File: config.mk
export PLATFORM = sky130hd
export DESIGN_NAME = rdj_mul
export DESIGN_NICKNAME = d
export VERILOG_FILES = /design/src/hdl/rdj_pkg.sv /design/src/hdl/rdj_mul.sv
export SDC_FILE = /design/constraint.sdc
export NUM_CORES = 2
export LEC_CHECK = 0
export ABC_CLOCK_PERIOD_IN_PS = 15500
export BUFFER_PORTS_ARGS = -buffer_cell sky130_fd_sc_hd__buf_2
export CORE_ASPECT_RATIO = 1.5
export CORE_MARGIN = 5
export CORE_UTILIZATION = 55
export CTS_CLUSTER_DIAMETER = 200
export DETAILED_ROUTE_END_ITERATION = 12
export HOLD_SLACK_MARGIN = 0.08
export PLACE_DENSITY = 0.75
export SLEW_MARGIN = 20
export SYNTH_ARGS = -nofsm -noshare
export SYNTH_HDL_FRONTEND = slang
export SYNTH_SLANG_ARGS = --single-unit
File: constraint.sdc
create_clock -name clock -period 15.5 [get_ports clock]
set_clock_uncertainty 0.15 [all_clocks]
set_input_delay 2.325 -clock clock [delete_from_list [all_inputs] [get_ports clock]]
set_output_delay 2.325 -clock clock [all_outputs]
set_load 0.05 [all_outputs]
File: src/hdl/rdj_pkg.sv
// types and constants shared by the radial distortion datapath
`default_nettype none

package rdj_pkg;

   localparam int FIELD_WIDTH     = 24;
   localparam int OUT_WIDTH       = 32;
   localparam int INT_WIDTH       = 63;
   localparam int INT_FRAC_BITS   = 32;
   localparam int COEFF_FRAC_BITS = 20;
   localparam int OUT_FRAC_BITS   = 24;
   localparam int OUT_SHIFT       = INT_FRAC_BITS - OUT_FRAC_BITS;
   localparam int OUT_ROUND       = 1 << (OUT_SHIFT - 1);
   localparam int LIMB_WIDTH      = 32;
   localparam int CSR_INDEX_WIDTH = 4;

   localparam logic [CSR_INDEX_WIDTH-1:0] CSR_COEFF_K1 = CSR_INDEX_WIDTH'(0);
   localparam logic [CSR_INDEX_WIDTH-1:0] CSR_COEFF_K2 = CSR_INDEX_WIDTH'(1);

   localparam logic signed [FIELD_WIDTH-1:0] COEFF_RESET =
      FIELD_WIDTH'(1) << COEFF_FRAC_BITS;

   localparam logic [INT_WIDTH-2:0] LIMIT_MAG = '1;
   localparam logic signed [INT_WIDTH-1:0] INT_LIMIT = {1'b0, LIMIT_MAG};
   localparam logic signed [INT_WIDTH-1:0] ONE_Q = INT_WIDTH'(1) << INT_FRAC_BITS;

   localparam logic [OUT_WIDTH-1:0] OUT_MAX_POS = {1'b0, {(OUT_WIDTH-1){1'b1}}};
   localparam logic [OUT_WIDTH-1:0] OUT_MAX_NEG = {1'b1, {(OUT_WIDTH-1){1'b0}}};

   typedef struct packed {
      logic signed [FIELD_WIDTH-1:0] point_x;
      logic signed [FIELD_WIDTH-1:0] point_y;
   } rdj_req_type;

   typedef struct packed {
      logic signed [OUT_WIDTH-1:0] dist_x;
      logic signed [OUT_WIDTH-1:0] dist_y;
      logic signed [OUT_WIDTH-1:0] dx_dk1;
      logic signed [OUT_WIDTH-1:0] dx_dk2;
      logic signed [OUT_WIDTH-1:0] dy_dk1;
      logic signed [OUT_WIDTH-1:0] dy_dk2;
      logic signed [OUT_WIDTH-1:0] jac_xx;
      logic signed [OUT_WIDTH-1:0] jac_xy;
      logic signed [OUT_WIDTH-1:0] jac_yy;
   } rdj_rsp_type;

   typedef struct packed {
      logic prod;
      logic sum;
      logic sat;
   } rdj_mul_en_type;

endpackage

`default_nettype wire

File: src/hdl/rdj_mul.sv
// three-stage signed fixed-point multiplier with rounding and saturation
`default_nettype none

module rdj_mul #(
   parameter int A_WIDTH = 24,
   parameter int B_WIDTH = 63,
   parameter int L_SHIFT = 0,
   parameter int R_SHIFT = 32
) (
   input  logic                                  clock,
   input  rdj_pkg::rdj_mul_en_type               en,
   input  logic signed [A_WIDTH-1:0]             a,
   input  logic signed [B_WIDTH-1:0]             b,
   output logic signed [rdj_pkg::INT_WIDTH-1:0]  p
);
   import rdj_pkg::*;

   localparam int NA = (A_WIDTH + LIMB_WIDTH - 1) / LIMB_WIDTH;
   localparam int NB = (B_WIDTH + LIMB_WIDTH - 1) / LIMB_WIDTH;
   localparam int PW = (NA + NB) * LIMB_WIDTH;
   localparam int SW = PW + L_SHIFT;
   localparam logic [SW-1:0] HALF = (SW'(1) << R_SHIFT) >> 1;

   logic [A_WIDTH-1:0]          a_abs;
   logic [B_WIDTH-1:0]          b_abs;
   logic [NA*LIMB_WIDTH-1:0]    a_mag;
   logic [NB*LIMB_WIDTH-1:0]    b_mag;
   logic [2*LIMB_WIDTH-1:0]     pp_in [NA][NB];
   logic [2*LIMB_WIDTH-1:0]     pp_ff [NA][NB];
   logic                        neg_in;
   logic                        neg1_ff;
   logic                        neg2_ff;
   logic [PW-1:0]               prod;
   logic [SW-1:0]               sum_in;
   logic [SW-1:0]               sum_ff;
   logic [SW-1:0]               shifted;
   logic [INT_WIDTH-2:0]        mag;
   logic signed [INT_WIDTH-1:0] mag_s;
   logic signed [INT_WIDTH-1:0] p_in;
   logic signed [INT_WIDTH-1:0] p_ff;

   // partial products on magnitudes
   always_comb begin
      neg_in = a[A_WIDTH-1] ^ b[B_WIDTH-1];
      a_abs  = a[A_WIDTH-1] ? A_WIDTH'(-a) : A_WIDTH'(a);
      b_abs  = b[B_WIDTH-1] ? B_WIDTH'(-b) : B_WIDTH'(b);
      a_mag  = (NA*LIMB_WIDTH)'(a_abs);
      b_mag  = (NB*LIMB_WIDTH)'(b_abs);
      for (int i = 0; i < NA; i++) begin
         for (int j = 0; j < NB; j++) begin
            pp_in[i][j] = a_mag[i*LIMB_WIDTH +: LIMB_WIDTH] * b_mag[j*LIMB_WIDTH +: LIMB_WIDTH];
         end
      end
   end

   // sum with rounding constant
   always_comb begin
      prod = '0;
      for (int i = 0; i < NA; i++) begin
         for (int j = 0; j < NB; j++) begin
            prod = prod + (PW'(pp_ff[i][j]) << (LIMB_WIDTH * (i + j)));
         end
      end
      sum_in = (SW'(prod) << L_SHIFT) + HALF;
   end

   // scale, saturate, apply sign
   always_comb begin
      shifted = sum_ff >> R_SHIFT;
      mag     = (shifted > SW'(LIMIT_MAG)) ? LIMIT_MAG : shifted[INT_WIDTH-2:0];
      mag_s   = {1'b0, mag};
      p_in    = neg2_ff ? -mag_s : mag_s;
   end

   always_ff @(posedge clock) begin
      if (en.prod) begin
         pp_ff   <= pp_in;
         neg1_ff <= neg_in;
      end
      if (en.sum) begin
         sum_ff  <= sum_in;
         neg2_ff <= neg1_ff;
      end
      if (en.sat) begin
         p_ff    <= p_in;
      end
   end

   assign p = p_ff;

endmodule

`default_nettype wire

# Word level (Yosys, flattened, before mapping)
# Index checks and enable logic that the tools add are counted.
totals:
  ff_bits: 272
  in_bits: 91
  elab_cells: 20
classes:
  n_addsub: 5
  mul: 2
  magnitude_cmp: 1
  muxes: 4
  bitwise_logic: 1
op_table:
  columns: ["operator", "n"]
  rows:
  - ["two-way mux 62 bit", 2]
  - ["adder 88 x 32 -> 89 bit (second input constant)", 1]
  - ["adder 56 x 87 -> 88 bit", 1]
  - ["> comparator 64 x 62 -> 1 bit (second input constant)", 1]
  - ["two-way mux 63 bit", 1]
  - ["negator 62 -> 63 bit", 1]
  - ["negator 63 bit", 1]
  - ["multiplier 24 x 32 -> 56 bit", 1]
  - ["multiplier 24 x 31 -> 55 bit", 1]
  - ["two-way mux 24 bit", 1]
  - ["negator 24 bit", 1]
  - ["XOR 1 bit", 1]

# Depth between registers and ports, before layout
depth:
  word_depth: 4
  mapped_depth: 39
  mapped_depth_nobuf: 35

# Worst setup path before layout
# OpenSTA, ideal clock, no wires.
synth_timing:
  path_type: "input -> register"
  startpoint: "input port b[2]"
  endpoint: "register pp_ff[51] in the netlist's numbering, data pin"
  arrival_time_ns: 11.614
  required_time_ns: 15.081
  setup_slack_ns: 3.467
  cell_stages: 33
  n_path_buf: 1
  path_cell_list: "or4_1 nor4_2 nand2_1 nor3_2 nand3_1 or4_1 nand2b_1 o41ai_2 xnor2_1 clkbuf_1 nand2_1 fa_1 inv_1 fa_1 fa_1 fa_1 fa_1 fa_1 inv_1 fa_1 inv_1 ha_1 a21o_1 a21o_1 a21o_1 a221o_1 a2111oi_0 o21bai_1 a31o_2 a221o_1 a21oi_1 o31ai_1 xor2_1"
synth_lines:
  columns: ["item", "line", "source"]
  rows:
  - ["start, declared", "rdj_mul.sv:13", "input logic signed [B_WIDTH-1:0] b,"]
  - ["end signal, assigned", "rdj_mul.sv:77", "pp_ff <= pp_in;"]
  - ["end, declared", "rdj_mul.sv:29", "logic [2*LIMB_WIDTH-1:0] pp_ff [NA][NB];"]

==> impl_metrics.yaml <==
cts:
  htreeDepth: 1
  cts_tree: "built"
  cts_resized: 0
  clock_latency_ns: 0.53
  clockRootBuffer: "clkbuf_16"
  numCtsBuffers: 20
  clk_path_buf_depth: 3
  cts.sinks: 201
  hold_buffers: 0
  post_cts_buffers: 0
  path_clk_slew_ns: 0.06
drt:
  wl_met3_um: 18900
  wl_met1_um: 55200
  wl_met2_um: 85600
  final_antenna_net_count: 0
  vias_per_cell: 5.77
  firstDrtPassIters: 6
  drt_iter0_drc: 3734
  via_count: 45000
  wirelength_um: 177000
  remaining_drc_errors: 0
  topRoutingLayerUsed: "met5"
  wl_per_cell_um: 22.7
logic_synthesis:
  synth_top_family_by_area: "adder cells"
  ys_top_cells_by_area: "fa_1 (45%), edfxtp_1 (11%), inv_1 (9.4%)"
  yosys_warnings: 0
  synth-seq-cells: 201
  synth_adder_area_share_pct: 53.7
  syn_inst: 6330
  avgSynthCellArea_um2: 9.03
  synth-compound-area-share_pct: 5.22
  yosys.area.top_type: "fa_1"
  muxShareOfSynthArea_pct: 0.0525
  synth_top_area_share_pct: 45.3
  synth_edf_count: 201
  ys_types: 72
  async_flop_share_pct: 0
  syn_nets: 8101
  synthFlopType: "edfxtp_1"
  yosysSeqAreaShare_pct: 10.6
  yosys.area_share.simple_pct: 13.9
  synth_xor_area_share_pct: 5.24
  syn_area_um2: 57200
setup_path:
  critPathArrivalTime_ns: 13.62
  crit_start: "b[15]"
  required_ns: 15.63
  r2r_end: "p[55]"
  crit_top_cell: "fa_1"
  regToRegStartpoint: "sum_ff[34]"
  endpoint: "pp_ff[119]"
  cp-start-kind: "input port"
  end_kind: "register"
  rrSetupSlack_ns: 11.14
  critical_path_class: "in -> reg"
  cp_max_fo: 6
  reg2reg_depth: 10
  critical-path-max-stage-delay_ns: 0.94
  slowest_stage: "xor2_1"
placement:
  portBuffers: 153
  place_worst_setup_slack_ns: 1.77
  placedCellCount: 7735
  place_congestion: 1.03
  place_hpwl_um: 144000
flow_run:
  drv_cap: 0
global_route:
  grt_usage_pct: 32.6
  grt_pass1_vias: 50200
  grt_max_degree: 65
  grt_pass1_wl_um: 276000
  grt-ovfl-total: 0
  antenna_found_initial: 21
sta:
  finalSetupTns_ns: 0
  final.min_clock_period_ns: 13.49
  worst_pin_slew_ns: 1.28
  slew_violations: 0
  setup_viol: 0
  holdWs_ns: 0.267
  hold_violations: 0
  rsz0062_at_grt: "no"
  final.setup.worst_slack_ns: 2.01
  relSlewSlack_pct: 14.3
  final.period_utilization_pct: 87.0
  fmax_mhz: 74.2
cells_and_area:
  regArea_um2: 6040
  final_nets: 8132
  multi_input_area_um2: 45300
  drive_gt1_share_pct: 6.49
  syn2layout_area_growth_pct: 6.71
  fin_cells: 7788
  fillerInstances: 8969
floorplan:
  die_area_um2: 111000
  coreArea_um2: 104000
  ioPinCount: 154
  die_h_um: 405
  chipWidth_um: 273
  rows: 145
  start_util_pct: 55.1
outcome:
  outcome: "finished, final reports clean"
hold_path:
  hp-class: "reg -> reg"
-- logic make-up after synthesis --
kind of cell | Yosys count
and+or+nand+nor | 1941
buffers and inverters | 1711
adders and majority gates | 1680
AOI/OAI and AO/OA | 452
xor gates and xnor gates | 342
DFF | 201
muxes | 3
-- metal layers --
layer  up-vias  GRT usage (%)
met4        14           23.9
met2      2608           55.5
met5         -              0
met3       983           8.50
met1     22500           34.9
li1      18900              -
-- cells in the mapped netlist (all sizes together), types with 12 or more instances --
cell    count
and2       35
nand4      22
xnor2     216
fa       1294
nand3      47
clkbuf    267
o21bai     25
nor2b      15
nand2    1008
o31ai      32
nor2      666
o21ai     102
nor3       38
a21o       80
o41ai      16
a21oi     108
inv      1431
and3       13
ha        386
xor2      126
or4        23
edfxtp    201
buf        12
nand2b     25
a31oi      13
-- cells in the final DEF, fill, tap and decap left out, types with 95 or more instances in the layout --
master,synthesis,routed
inv_1,1431,1430
fa_1,1294,1294
nand2_1,1008,1008
nor2_1,666,666
ha_1,386,386
edfxtp_1,201,201
xnor2_1,216,182
buf_2,4,152
buf_4,0,136
a21oi_1,108,108
o21ai_0,99,99
xor2_1,126,95
-- stage by stage --
stage                     cell area, um2  util [%]
final                              61000      58.8
after global routing               61000      58.8
after CTS                          60900      58.7
after detailed placement           60200      58.0
after global placement             60200      58.0
after floorplan                    57200         -
-- cell type report --
type | instances | area share, %
Clock buffer | 26 | 0.857
Tap cell | 1396 | 2.86
Timing Repair Buffer | 288 | 2.92
Clock inverter | 10 | 0.303
Antenna cell | 17 | 0.0697
Inverter | 1432 | 8.81
Sequential cell | 201 | 9.89
Multi-Input combinational cell | 4418 | 74.3
-- worst max-delay path, delay by kind of cell --
kind	cells	cell delay, ns
AND/OR/NAND/NOR	7	2.44
XOR/XNOR	1	0.94
multiplexers	1	0.13
AO/OA/AOI/OAI	10	3.47
buffers and inverters	5	0.37
adder cells (fa/ha/maj)	8	3.96
-- registers in the layout, summed over array words and instances, names as in the netlist --
| name | count |
|---|---|
| sum_ff | 56 |
| neg2_ff | 1 |
| pp_ff | 80 |
| p | 63 |
| neg1_ff | 1 |
-- worst min path at each step --
stage / slack, ns / cells after the start / endpoint / startpoint
after global routing: 0.31 / 0 / neg2_ff / neg1_ff
after floorplan: 0.25 / 0 / neg2_ff / neg1_ff
after CTS: 0.27 / 0 / neg2_ff / neg1_ff
after detailed placement: 0.27 / 0 / neg2_ff / neg1_ff
after global placement: 0.25 / 0 / neg2_ff / neg1_ff
final: 0.27 / 0 / neg2_ff / neg1_ff
Power is not shown: default switching activity piles up to over one toggle a cycle in this logic, so the estimate is an artifact.
